`config.mk`:
```
export PLATFORM = sky130hd
export DESIGN_NAME = minmax_decimating_plotter_core
export DESIGN_NICKNAME = d
export VERILOG_FILES = /design/src/design/mmdp_pkg.sv /design/src/design/mmdp_front.sv /design/src/design/mmdp_fifo.sv /design/src/design/mmdp_back.sv /design/src/design/minmax_decimating_plotter_core.sv
export SDC_FILE = /design/constraint.sdc
export NUM_CORES = 2
export LEC_CHECK = 0
export ABC_CLOCK_PERIOD_IN_PS = 11750
export BUFFER_PORTS_ARGS = -buffer_cell sky130_fd_sc_hd__buf_2
export CAP_MARGIN = 0
export CORE_MARGIN = 2
export CORE_UTILIZATION = 45
export DETAILED_ROUTE_END_ITERATION = 8
export PLACE_DENSITY_LB_ADDON = 0.05
export SETUP_SLACK_MARGIN = 0.15
export SKIP_LAST_GASP = 1
export SLEW_MARGIN = 20
export SYNTH_ARGS = -nofsm -noshare
export SYNTH_HDL_FRONTEND = slang
export SYNTH_SLANG_ARGS = --single-unit
```
`constraint.sdc`:
```
create_clock -name clk -period 11.75 [get_ports clk]
set_clock_uncertainty 0.15 [all_clocks]
set_input_delay 1.175 -clock clk [delete_from_list [all_inputs] [get_ports clk]]
set_output_delay 1.175 -clock clk [all_outputs]
set_load 0.01 [all_outputs]
```
`src/design/mmdp_pkg.sv`:
```
// Shared types, constants and register codes of the min/max decimating plotter.
// No dependencies; imported by every module of the block.
package mmdp_pkg;

  localparam int SAMPLE_W       = 32;
  localparam int ROW_W          = 17;
  localparam int COL_W          = 16;
  localparam int HEIGHT_W       = 12;
  localparam int SPC_W          = 16;
  localparam int NUM_W          = 33;   // difference of two 32-bit values
  localparam int MAG_W          = 44;   // |num| * height
  localparam int IDX_W          = 3;
  localparam int FIFO_DEPTH_DEF = 4;

  // plot modes
  localparam logic [1:0] MODE_HIST  = 2'd1;
  localparam logic [1:0] MODE_POINT = 2'd2;

  // segment kinds
  localparam logic [1:0] KIND_COLUMN = 2'd0;
  localparam logic [1:0] KIND_LINK   = 2'd1;
  localparam logic [1:0] KIND_POINT  = 2'd2;
  localparam logic [1:0] KIND_INVBAR = 2'd3;

  // register indexes
  localparam logic [IDX_W-1:0] REG_MODE   = 3'd0;
  localparam logic [IDX_W-1:0] REG_VMIN   = 3'd1;
  localparam logic [IDX_W-1:0] REG_VMAX   = 3'd2;
  localparam logic [IDX_W-1:0] REG_HEIGHT = 3'd3;
  localparam logic [IDX_W-1:0] REG_SPC    = 3'd4;
  localparam logic [IDX_W-1:0] REG_PZERO  = 3'd5;
  localparam logic [IDX_W-1:0] REG_INVERT = 3'd6;

  // source of a result row
  typedef enum logic [1:0] {
    Y_CONST,
    Y_SCALE,
    Y_LINK,
    Y_COPY
  } ysel_t;

  typedef enum logic [2:0] {
    BK_IDLE,
    BK_SEL,
    BK_MUL,
    BK_DIV,
    BK_WB
  } back_state_t;

  typedef struct packed {
    logic [1:0]                 plot_mode;
    logic signed [SAMPLE_W-1:0] value_min;
    logic signed [SAMPLE_W-1:0] value_max;
    logic [HEIGHT_W-1:0]        pixel_height;
    logic [SPC_W-1:0]           samples_per_column;
    logic                       plot_zero;
    logic                       invert_bars;
  } cfg_t;

  // one result to be produced by the back end
  typedef struct packed {
    logic [1:0]              kind;
    logic [COL_W-1:0]        x0;
    logic [COL_W-1:0]        x1;
    logic                    last_of_run;
    ysel_t                   y0sel;
    ysel_t                   y1sel;
    logic signed [ROW_W-1:0] y0c;
    logic signed [ROW_W-1:0] y1c;
    logic                    do_link;
    logic signed [NUM_W-1:0] num0;
    logic signed [NUM_W-1:0] num1;
    logic signed [NUM_W-1:0] num2;
  } job_t;

  function automatic logic signed [NUM_W-1:0] diff33(logic signed [SAMPLE_W-1:0] a,
                                                     logic signed [SAMPLE_W-1:0] b);
    return {a[SAMPLE_W-1], a} - {b[SAMPLE_W-1], b};
  endfunction

endpackage

```
`src/design/mmdp_front.sv`:
```
// Front end: folds samples into columns, classifies each closed column and
// emits result jobs. Depends on mmdp_pkg.
module mmdp_front import mmdp_pkg::*; (
  input  logic                       clk,
  input  logic                       rst,
  input  cfg_t                       cfg,
  input  logic                       s_tvalid,
  output logic                       s_tready,
  input  logic signed [SAMPLE_W-1:0] sample,
  input  logic                       last_sample,
  output logic                       job_valid,
  output job_t                       job,
  input  logic                       job_ready
);

  logic [SPC_W-1:0]           group_count;
  logic [COL_W-1:0]           column_index;
  logic signed [SAMPLE_W-1:0] group_low;
  logic signed [SAMPLE_W-1:0] group_high;
  logic                       previous_over;
  logic                       previous_under;
  logic                       pending_link;

  job_t       hold [2];
  logic [1:0] hold_n;

  logic                       accept;
  logic                       line;
  logic [SPC_W-1:0]           limit;
  logic [SPC_W-1:0]           gc_inc;
  logic signed [SAMPLE_W-1:0] nl, nh, clamped;
  logic                       close, over, under;
  job_t                       j [2];
  logic [1:0]                 k, km1;
  job_t                       base;
  logic signed [ROW_W-1:0]    h17;

  assign accept    = s_tvalid && s_tready;
  assign s_tready  = (hold_n == 2'd0);
  assign job_valid = (hold_n != 2'd0);
  assign job       = hold[0];

  // classification of the incoming sample
  always_comb begin
    line   = (cfg.plot_mode != MODE_HIST) && (cfg.plot_mode != MODE_POINT);
    limit  = (cfg.samples_per_column == '0) ? SPC_W'(1) : cfg.samples_per_column;
    gc_inc = group_count + SPC_W'(1);
    h17    = ROW_W'({1'b0, cfg.pixel_height});
    if (group_count == '0) begin
      nl = sample;
      nh = sample;
    end else begin
      nl = (sample < group_low)  ? sample : group_low;
      nh = (sample > group_high) ? sample : group_high;
    end
    close   = (gc_inc >= limit) || (gc_inc == '0) || last_sample;
    over    = nh > cfg.value_max;
    under   = nl < cfg.value_min;
    clamped = sample;
    if (clamped > cfg.value_max) clamped = cfg.value_max;
    if (clamped < cfg.value_min) clamped = cfg.value_min;

    base      = '0;
    base.x0   = column_index;
    base.x1   = column_index;
    j[0]      = '0;
    j[1]      = '0;
    k         = 2'd0;

    // connector from the previous column
    if (pending_link && line) begin
      j[0]       = '0;
      j[0].kind  = KIND_LINK;
      j[0].x0    = column_index - COL_W'(1);
      j[0].x1    = column_index;
      j[0].y0sel = Y_LINK;
      j[0].y1sel = Y_SCALE;
      j[0].num1  = diff33(clamped, cfg.value_min);
      k          = 2'd1;
    end

    if (close) begin
      if (line) begin
        if (!over && !under) begin
          j[k[0]]         = base;
          j[k[0]].kind    = KIND_COLUMN;
          j[k[0]].y0sel   = previous_over ? Y_CONST : Y_SCALE;
          j[k[0]].y0c     = h17;
          j[k[0]].num0    = diff33(nh, cfg.value_min);
          j[k[0]].y1sel   = previous_under ? Y_CONST : Y_SCALE;
          j[k[0]].num1    = diff33(nl, cfg.value_min);
          j[k[0]].do_link = !last_sample;
          j[k[0]].num2    = diff33(sample, cfg.value_min);
          k = k + 2'd1;
        end
      end else if (cfg.plot_mode == MODE_HIST) begin
        if (cfg.plot_zero || (nh > cfg.value_min)) begin
          j[k[0]] = base;
          if (cfg.invert_bars) begin
            j[k[0]].kind  = KIND_INVBAR;
            j[k[0]].y0sel = over ? Y_CONST : Y_SCALE;
            j[k[0]].num0  = diff33(cfg.value_max, nh);
            j[k[0]].y1c   = h17;
          end else begin
            j[k[0]].kind  = KIND_COLUMN;
            j[k[0]].y0sel = over ? Y_CONST : Y_SCALE;
            j[k[0]].y0c   = h17;
            j[k[0]].num0  = diff33(nh, cfg.value_min);
          end
          k = k + 2'd1;
        end
      end else begin
        if (over) begin
          j[k[0]]       = base;
          j[k[0]].kind  = KIND_POINT;
          j[k[0]].y0sel = Y_SCALE;
          j[k[0]].y1sel = Y_COPY;
          j[k[0]].num0  = diff33(nh, cfg.value_min);
          k = k + 2'd1;
        end
        if (under) begin
          j[k[0]]       = base;
          j[k[0]].kind  = KIND_POINT;
          j[k[0]].y0sel = Y_SCALE;
          j[k[0]].y1sel = Y_COPY;
          j[k[0]].num0  = diff33(nl, cfg.value_min);
          k = k + 2'd1;
        end
      end
    end

    // flag the final result of this sample
    km1 = k - 2'd1;
    if (k != 2'd0) j[km1[0]].last_of_run = 1'b1;
  end

  // column state
  always_ff @(posedge clk) begin
    if (rst) begin
      group_count    <= '0;
      column_index   <= '0;
      group_low      <= '0;
      group_high     <= '0;
      previous_over  <= 1'b0;
      previous_under <= 1'b0;
      pending_link   <= 1'b0;
    end else if (accept) begin
      group_low    <= nl;
      group_high   <= nh;
      group_count  <= close ? '0 : gc_inc;
      pending_link <= 1'b0;
      if (close) begin
        column_index <= column_index + COL_W'(1);
        if (line) begin
          if (!over && !under) begin
            previous_over  <= 1'b0;
            previous_under <= 1'b0;
            pending_link   <= !last_sample;
          end else begin
            previous_over  <= over;
            previous_under <= under;
          end
        end
      end
      if (last_sample) begin
        column_index   <= '0;
        previous_over  <= 1'b0;
        previous_under <= 1'b0;
        pending_link   <= 1'b0;
      end
    end
  end

  // job hand-off, one per cycle while job_ready is high
  always_ff @(posedge clk) begin
    if (rst) begin
      hold_n <= 2'd0;
    end else if (accept) begin
      hold_n <= k;
    end else if (job_valid && job_ready) begin
      hold_n <= hold_n - 2'd1;
    end
  end

  always_ff @(posedge clk) begin
    if (accept) begin
      hold[0] <= j[0];
      hold[1] <= j[1];
    end else if (job_valid && job_ready) begin
      hold[0] <= hold[1];
    end
  end

endmodule

```
`src/design/mmdp_fifo.sv`:
```
// Short job queue between front and back end.
// Depends on mmdp_pkg for the job type.
module mmdp_fifo import mmdp_pkg::*; #(
  parameter int DEPTH = FIFO_DEPTH_DEF
) (
  input  logic clk,
  input  logic rst,
  input  logic wr_valid,
  output logic wr_ready,
  input  job_t wr_data,
  output logic rd_valid,
  input  logic rd_pop,
  output job_t rd_data
);

  localparam int PTR_W = (DEPTH > 1) ? $clog2(DEPTH) : 1;
  localparam int CNT_W = $clog2(DEPTH + 1);

  job_t             mem [DEPTH];
  logic [PTR_W-1:0] wr_ptr, rd_ptr;
  logic [CNT_W-1:0] count;
  logic             push, pop;

  assign wr_ready = (count != CNT_W'(DEPTH));
  assign rd_valid = (count != '0);
  assign rd_data  = mem[rd_ptr];
  assign push     = wr_valid && wr_ready;
  assign pop      = rd_pop && rd_valid;

  always_ff @(posedge clk) begin
    if (rst) begin
      wr_ptr <= '0;
      rd_ptr <= '0;
      count  <= '0;
    end else begin
      if (push) wr_ptr <= (wr_ptr == PTR_W'(DEPTH - 1)) ? '0 : wr_ptr + PTR_W'(1);
      if (pop)  rd_ptr <= (rd_ptr == PTR_W'(DEPTH - 1)) ? '0 : rd_ptr + PTR_W'(1);
      count <= count + CNT_W'(push) - CNT_W'(pop);
    end
  end

  always_ff @(posedge clk) begin
    if (push) mem[wr_ptr] <= wr_data;
  end

endmodule

```
`src/design/mmdp_back.sv`:
```
// Back end: scales job numerators to pixel rows with a bit-serial divider
// and drives the result register. Depends on mmdp_pkg.
module mmdp_back import mmdp_pkg::*; (
  input  logic                    clk,
  input  logic                    rst,
  input  cfg_t                    cfg,
  input  logic                    job_valid,
  input  job_t                    job,
  output logic                    job_pop,
  output logic                    m_tvalid,
  input  logic                    m_tready,
  output logic [1:0]              segment_kind,
  output logic [COL_W-1:0]        column_x,
  output logic [COL_W-1:0]        x_end,
  output logic signed [ROW_W-1:0] y_start,
  output logic signed [ROW_W-1:0] y_end,
  output logic                    last_of_run
);

  localparam int CNT_W = $clog2(MAG_W);
  localparam int DIV_W = SAMPLE_W;

  back_state_t state, state_next;

  logic [1:0]              op;
  logic [MAG_W-1:0]        mag;
  logic [MAG_W-1:0]        quot;
  logic [DIV_W:0]          rem;
  logic                    neg;
  logic [CNT_W-1:0]        cnt;
  logic signed [ROW_W-1:0] y0, y1, link_row;

  logic                    need, done, out_free;
  logic signed [NUM_W-1:0] num;
  logic [DIV_W-1:0]        abs_num;
  logic signed [NUM_W-1:0] range;
  logic [DIV_W-1:0]        divisor;
  logic [DIV_W:0]          trial;
  logic                    qbit;
  logic signed [ROW_W-1:0] sat_row;
  logic                    ld_out, do_mul, do_div, do_wb, do_start, do_skip;

  // operand selection and divisor
  always_comb begin
    case (op)
      2'd0:    need = (job.y0sel == Y_SCALE);
      2'd1:    need = (job.y1sel == Y_SCALE);
      2'd2:    need = job.do_link;
      default: need = 1'b0;
    endcase
    case (op)
      2'd0:    num = job.num0;
      2'd1:    num = job.num1;
      default: num = job.num2;
    endcase
    abs_num  = num[NUM_W-1] ? DIV_W'(-num) : DIV_W'(num);
    range    = diff33(cfg.value_max, cfg.value_min);
    divisor  = (range > 0) ? range[DIV_W-1:0] : DIV_W'(1);
    done     = (op == 2'd3);
    out_free = !m_tvalid || m_tready;
    trial    = {rem[DIV_W-1:0], mag[MAG_W-1]};
    qbit     = (trial >= {1'b0, divisor});
    if (!neg) begin
      sat_row = (quot > MAG_W'(65535)) ? ROW_W'(65535) : ROW_W'(quot);
    end else begin
      sat_row = (quot > MAG_W'(65536)) ? -ROW_W'(65536) : -ROW_W'(quot);
    end
  end

  // next state
  always_comb begin
    state_next = state;
    case (state)
      BK_IDLE: if (job_valid) state_next = BK_SEL;
      BK_SEL: begin
        if (done) begin
          if (out_free) state_next = BK_IDLE;
        end else if (need) begin
          state_next = BK_MUL;
        end
      end
      BK_MUL:  state_next = BK_DIV;
      BK_DIV:  if (cnt == CNT_W'(MAG_W - 1)) state_next = BK_WB;
      BK_WB:   state_next = BK_SEL;
      default: state_next = BK_IDLE;
    endcase
  end

  // control strobes
  always_comb begin
    do_start = (state == BK_IDLE) && job_valid;
    do_skip  = (state == BK_SEL) && !done && !need;
    ld_out   = (state == BK_SEL) && done && out_free;
    do_mul   = (state == BK_MUL);
    do_div   = (state == BK_DIV);
    do_wb    = (state == BK_WB);
    job_pop  = ld_out;
  end

  always_ff @(posedge clk) begin
    if (rst) begin
      state    <= BK_IDLE;
      m_tvalid <= 1'b0;
    end else begin
      state <= state_next;
      if (ld_out)        m_tvalid <= 1'b1;
      else if (m_tready) m_tvalid <= 1'b0;
    end
  end

  // datapath
  always_ff @(posedge clk) begin
    if (do_start) op <= 2'd0;
    if (do_skip || do_wb) op <= op + 2'd1;
    if (do_mul) begin
      mag  <= MAG_W'(abs_num) * MAG_W'(cfg.pixel_height);
      neg  <= num[NUM_W-1];
      rem  <= '0;
      quot <= '0;
      cnt  <= '0;
    end
    if (do_div) begin
      rem  <= qbit ? trial - {1'b0, divisor} : trial;
      quot <= {quot[MAG_W-2:0], qbit};
      mag  <= {mag[MAG_W-2:0], 1'b0};
      cnt  <= cnt + CNT_W'(1);
    end
    if (do_wb) begin
      case (op)
        2'd0:    y0 <= sat_row;
        2'd1:    y1 <= sat_row;
        default: link_row <= sat_row;
      endcase
    end
    if (ld_out) begin
      segment_kind <= job.kind;
      column_x     <= job.x0;
      x_end        <= job.x1;
      last_of_run  <= job.last_of_run;
      case (job.y0sel)
        Y_SCALE: y_start <= y0;
        Y_LINK:  y_start <= link_row;
        default: y_start <= job.y0c;
      endcase
      case (job.y1sel)
        Y_SCALE: y_end <= y1;
        Y_COPY:  y_end <= y0;
        Y_LINK:  y_end <= link_row;
        default: y_end <= job.y1c;
      endcase
    end
  end

endmodule

```
`src/design/minmax_decimating_plotter_core.sv`:
```
// Top level of the min/max decimating plotter: configuration registers,
// front end, job queue and back end. Depends on mmdp_pkg and all mmdp_* modules.
//
//  channel  direction  handshake          payload
//  s_*      in         s_tvalid/s_tready  tdata sample, tlast last_sample
//  m_*      out        m_tvalid/m_tready  tdata x/y, tuser kind, tlast last_of_run
//  cfg_*    in         cfg_valid/cfg_ready cfg_index, cfg_data
//
// For each result, the back end scales every row that needs scaling (up to
// three per result) with its bit-serial divider, in the states BK_MUL, BK_DIV
// and BK_WB; constant rows skip these states. A job leaves the queue when its result is loaded.
// Synchronous active-high reset clears all control state and config to defaults.
// The front end keeps accepting samples while the queue has room; a stalled
// result register holds the back end only.
module minmax_decimating_plotter_core import mmdp_pkg::*; #(
  parameter int FIFO_DEPTH = FIFO_DEPTH_DEF
) (
  input  logic                clk,
  input  logic                rst,
  input  logic                s_tvalid,
  output logic                s_tready,
  input  logic [SAMPLE_W-1:0] s_tdata,   // [31:0] sample
  input  logic                s_tlast,   // last_sample
  output logic                m_tvalid,
  input  logic                m_tready,
  output logic [71:0]         m_tdata,   // column_x, x_end, y_start, y_end, zero pad
  output logic [1:0]          m_tuser,   // segment_kind
  output logic                m_tlast,   // last_of_run
  input  logic                cfg_valid,
  output logic                cfg_ready,
  input  logic [IDX_W-1:0]    cfg_index,
  input  logic [SAMPLE_W-1:0] cfg_data
);

  cfg_t cfg;

  logic                    fj_valid, fj_ready, bj_valid, bj_pop;
  job_t                    fj, bj;
  logic [COL_W-1:0]        column_x, x_end;
  logic signed [ROW_W-1:0] y_start, y_end;

  assign cfg_ready = 1'b1;

  // configuration transactions
  always_ff @(posedge clk) begin
    if (rst) begin
      cfg.plot_mode          <= '0;
      cfg.value_min          <= '0;
      cfg.value_max          <= SAMPLE_W'(1);
      cfg.pixel_height       <= HEIGHT_W'(100);
      cfg.samples_per_column <= SPC_W'(1);
      cfg.plot_zero          <= 1'b1;
      cfg.invert_bars        <= 1'b0;
    end else if (cfg_valid && cfg_ready) begin
      case (cfg_index)
        REG_MODE:   cfg.plot_mode          <= cfg_data[1:0];
        REG_VMIN:   cfg.value_min          <= cfg_data;
        REG_VMAX:   cfg.value_max          <= cfg_data;
        REG_HEIGHT: cfg.pixel_height       <= cfg_data[HEIGHT_W-1:0];
        REG_SPC:    cfg.samples_per_column <= cfg_data[SPC_W-1:0];
        REG_PZERO:  cfg.plot_zero          <= cfg_data[0];
        REG_INVERT: cfg.invert_bars        <= cfg_data[0];
        default: ;
      endcase
    end
  end

  mmdp_front u_front (
    .clk         (clk),
    .rst         (rst),
    .cfg         (cfg),
    .s_tvalid    (s_tvalid),
    .s_tready    (s_tready),
    .sample      (s_tdata),
    .last_sample (s_tlast),
    .job_valid   (fj_valid),
    .job         (fj),
    .job_ready   (fj_ready)
  );

  mmdp_fifo #(.DEPTH(FIFO_DEPTH)) u_fifo (
    .clk      (clk),
    .rst      (rst),
    .wr_valid (fj_valid),
    .wr_ready (fj_ready),
    .wr_data  (fj),
    .rd_valid (bj_valid),
    .rd_pop   (bj_pop),
    .rd_data  (bj)
  );

  mmdp_back u_back (
    .clk          (clk),
    .rst          (rst),
    .cfg          (cfg),
    .job_valid    (bj_valid),
    .job          (bj),
    .job_pop      (bj_pop),
    .m_tvalid     (m_tvalid),
    .m_tready     (m_tready),
    .segment_kind (m_tuser),
    .column_x     (column_x),
    .x_end        (x_end),
    .y_start      (y_start),
    .y_end        (y_end),
    .last_of_run  (m_tlast)
  );

  assign m_tdata = {6'd0, y_end, y_start, x_end, column_x};

  // checks
  a_rst_idle: assert property (@(posedge clk) rst |=> !m_tvalid && !bj_valid)
    else $error("output or queue not empty after reset");
  a_link_x: assert property (@(posedge clk) disable iff (rst)
    m_tvalid && m_tuser == KIND_LINK |-> x_end == column_x + COL_W'(1))
    else $error("connector does not span to the next column");
  a_col_x: assert property (@(posedge clk) disable iff (rst)
    m_tvalid && m_tuser != KIND_LINK |-> x_end == column_x)
    else $error("column segment spans more than one column");

endmodule
```
==> out/qor_table.md <==
| Item | This run |
|:---|:---|
| Initial core utilization | 0.454 |
| Startpoint kind of the worst setup timing path | register |
| Final Cell Area | 94600 µm² |
| Result of the run | complete, no violations |
| Layout cell share with drive strength beyond 1 | 0.109 |
| Mapped Avg Cell Area | 11.2 µm² |
| Number of CTS-inserted buffers | 160 |
| Post-synthesis cell type count | 103 |
| WP data arrival | 10.51 ns |
| Final #Nets | 8566 |
| CTS H-tree depth | 4 |
| Avg WL per Cell | 26.4 µm |
| TritonCTS clock tree | built |
| Number of vias per cell after detailed routing | 5.87 |
| Fraction of the cycle the final worst path needs | 0.862 |
| Number of standard cells in the layout, taps in and fillers out | 10300 |
| Number of pins exceeding their max-slew limit in the final report | 0 |
| Worst-path cell with the longest stage delay | sky130_fd_sc_hd__xnor2_1 |
| Area added between synthesis and finish | 10.6% |
| Number of standard cells after synthesis | 7608 |
| Clock root buffer master | sky130_fd_sc_hd__clkbuf_16 |
| PortBufs | 143 |
| Worst hold-check slack | 0.304 ns |
| Half-perimeter wire length after placement | 201000 µm |
| Worst-path fanout max | 34 |
| Prevailing post-synth register cell | sky130_fd_sc_hd__edfxtp_1 |
| Top Ports | 151 |
| Netlist area before placement | 85500 µm² |
| Flop and latch count out of synthesis | 1420 |
| Class of the worst hold path | register to register |
| Clock net sink count | 1420 |
| Largest area contributor in the synthesized netlist | sky130_fd_sc_hd__edfxtp_1 |
| CP bufs+invs | 4 |
| Count of standard-cell rows | 159 |
| GRT Overall Usage | 0.280 |
| Number of setup buffers added after CTS | 0 |
| Critical path data required time | 12.13 ns |
| Gp weighted congestion | 0.992 |
| Most instantiated library cell after synthesis | sky130_fd_sc_hd__edfxtp_1 |
| Min Clock Period, post-route | 10.12 ns |
| Length of the first detailed-routing pass in iterations | 7 |
| Number of enable flip-flop cells after synthesis | 1209 |
| Startpoint-to-endpoint class of the critical path | register to register |
| Number of hold violations in the final report | 0 |
| Remaining antenna violation count after routing | 0 |
| Share of flip-flops with an asynchronous set or reset after synthesis | 0 |
| Unrepaired setup endpoints after global routing | false |
| Die width | 440 µm |
| Number of DRC violations after detailed routing | 0 |
| Post-synth top area share | 0.425 |
| Nature of the critical path endpoint | register |
| Initial DRC count | 5854 |
| Synthesis warning total | 0 |
| Least-Margin Pin Slew | 1.11 ns |
| Wire length of the first global-routing pass | 400000 µm |
| Total detailed-routing wirelength | 273000 µm |
| Clock input transition at the sequential cells of the worst setup and hold paths | 0.06 ns |
| CP max stage delay | 0.83 ns |
| Leading cell types by count after synthesis | sky130_fd_sc_hd__edfxtp_1, sky130_fd_sc_hd__nand2_1, sky130_fd_sc_hd__inv_1 |
| Clock insertion delay at the later pin of the skew report | 0.81 ns |
| Proportion of synthesized chip area in sequential cells | 0.474 |
| Sum Neg Setup Slack | 0 ns |
| Std-Cell Core Area | 188000 µm² |
| Leftover overflow at the end of global routing | 0 |
| Worst path most repeated cell | sky130_fd_sc_hd__fa_1 |
| Antenna violations before repair | 7 |
| Number of placed cells counting well taps | 10000 |
| Vertical die dimension | 440 µm |
| Largest net degree at the start of global routing | 144 |
| Number of global-route vias before repair | 59100 |
| Slew HR | 0.252 |
| Most area-consuming cells after synthesis | sky130_fd_sc_hd__edfxtp_1, sky130_fd_sc_hd__fa_1, sky130_fd_sc_hd__ha_1 |
| Area after detailed placement | 89100 µm² |
| Number of hold-repair buffers added at the cts stage | 0 |
| Achievable clock frequency | 98.8 MHz |
| Via total after detailed routing | 60700 |
| Cell class contributing the biggest share of worst-path delay | compound AO/OA/AOI/OAI gates |
| Number of buffers on the longest clock path | 3 |
| Die Footprint | 194000 µm² |
| Setup Viol. Count Final | 0 |
| Post-cts gate resize count | 0 |
| Reported max-cap violation count | 0 |
[layout by cell type, fill, tap and decap left out, types with 55 or more instances in the layout]
| cell type | synthesis | layout |
|---|---|---|
| sky130_fd_sc_hd__fa_1 | 308 | 308 |
| sky130_fd_sc_hd__nand2_1 | 941 | 936 |
| sky130_fd_sc_hd__nand2b_1 | 56 | 55 |
| sky130_fd_sc_hd__xnor2_1 | 164 | 160 |
| sky130_fd_sc_hd__buf_2 | 44 | 142 |
| sky130_fd_sc_hd__nor2_1 | 514 | 512 |
| sky130_fd_sc_hd__mux2_2 | 64 | 64 |
| sky130_fd_sc_hd__inv_1 | 551 | 548 |
| sky130_fd_sc_hd__nand3_1 | 99 | 99 |
| sky130_fd_sc_hd__a22o_1 | 81 | 81 |
| sky130_fd_sc_hd__a22oi_1 | 58 | 58 |
| sky130_fd_sc_hd__mux4_2 | 170 | 170 |
| sky130_fd_sc_hd__buf_4 | 18 | 146 |
| sky130_fd_sc_hd__nor3_1 | 87 | 84 |
| sky130_fd_sc_hd__dfxtp_1 | 211 | 208 |
| sky130_fd_sc_hd__o21ai_0 | 312 | 311 |
| sky130_fd_sc_hd__a21oi_1 | 459 | 457 |
| sky130_fd_sc_hd__edfxtp_1 | 1209 | 1209 |
| sky130_fd_sc_hd__nand4_1 | 60 | 60 |
| sky130_fd_sc_hd__ha_1 | 483 | 480 |
| sky130_fd_sc_hd__o21a_1 | 56 | 56 |
| sky130_fd_sc_hd__mux2i_1 | 129 | 129 |
| sky130_fd_sc_hd__and3_1 | 75 | 75 |
| sky130_fd_sc_hd__clkbuf_16 | 0 | 161 |
| sky130_fd_sc_hd__and2_1 | 153 | 149 |
| sky130_fd_sc_hd__nor2b_1 | 62 | 61 |
| sky130_fd_sc_hd__xor2_1 | 119 | 118 |
| sky130_fd_sc_hd__a21o_1 | 176 | 175 |
[stage by stage]
| stage | util | worst slack, ns |
|---|---|---|
| after floorplan | - | 2.85 |
| after global placement | 0.473 | 1.28 |
| after CTS | 0.502 | 1.51 |
| final | 0.502 | 1.63 |
| after global routing | 0.502 | 0.946 |
| after detailed placement | 0.474 | 1.39 |
[path summary, 6_finish.rpt]
kind,startpoint,end,slack (ns),cells past startpoint
setup / recovery,register,u_back.mag[43],1.63,28
hold / removal,cfg[26],cfg[26],0.30,2
setup reg to reg,register,u_back.mag[43],1.63,28
hold reg to reg,cfg[26],cfg[26],0.30,2
[state kept, by name, summed over array words and instances (netlist names), 32 cells and up, named ones only]
register / cells
u_fifo.mem: 652
u_front.hold: 309
cfg: 96
u_back.mag: 44
u_back.quot: 44
u_back.rem: 32
u_front.group_high: 32
u_front.group_low: 32
[logic make-up after synthesis]
| group | synth area share |
|---|---|
| simple gates | 0.118 |
| compound gates | 0.121 |
| flops | 0.474 |
| buf+inv | 0.0433 |
| fa+ha+maj | 0.143 |
| mux | 0.0714 |
| xor+xnor | 0.0290 |
| other cells | 0.0000878 |
[area by class of cell]
type	count	area, µm²
Clock inverter	100	1150
Fill cell	16900	93600
Timing Repair Buffer	293	1890
Sequential cell	1420	40500
Multi-Input combinational cell	5272	41500
Tap cell	2495	3120
Antenna cell	6	15.0
Inverter	555	2100
Clock buffer	194	4220
[metal layers]
metal  wire (µm)  track usage  share of wire
met5          13            0       0.000048
met3       14900       0.0321          0.055
met2      121000        0.426           0.44
met1      124000        0.404           0.45
met4       13300        0.122          0.049
[tightest hold or removal path, delay by kind of cell (launching register included)]
family          cells  cell delay (ns)
compound gates      1             0.05
flops               1             0.31
simple gates        1             0.05
Power is not shown: default switching activity piles up to over one toggle a cycle in this logic, so the estimate is an artifact.
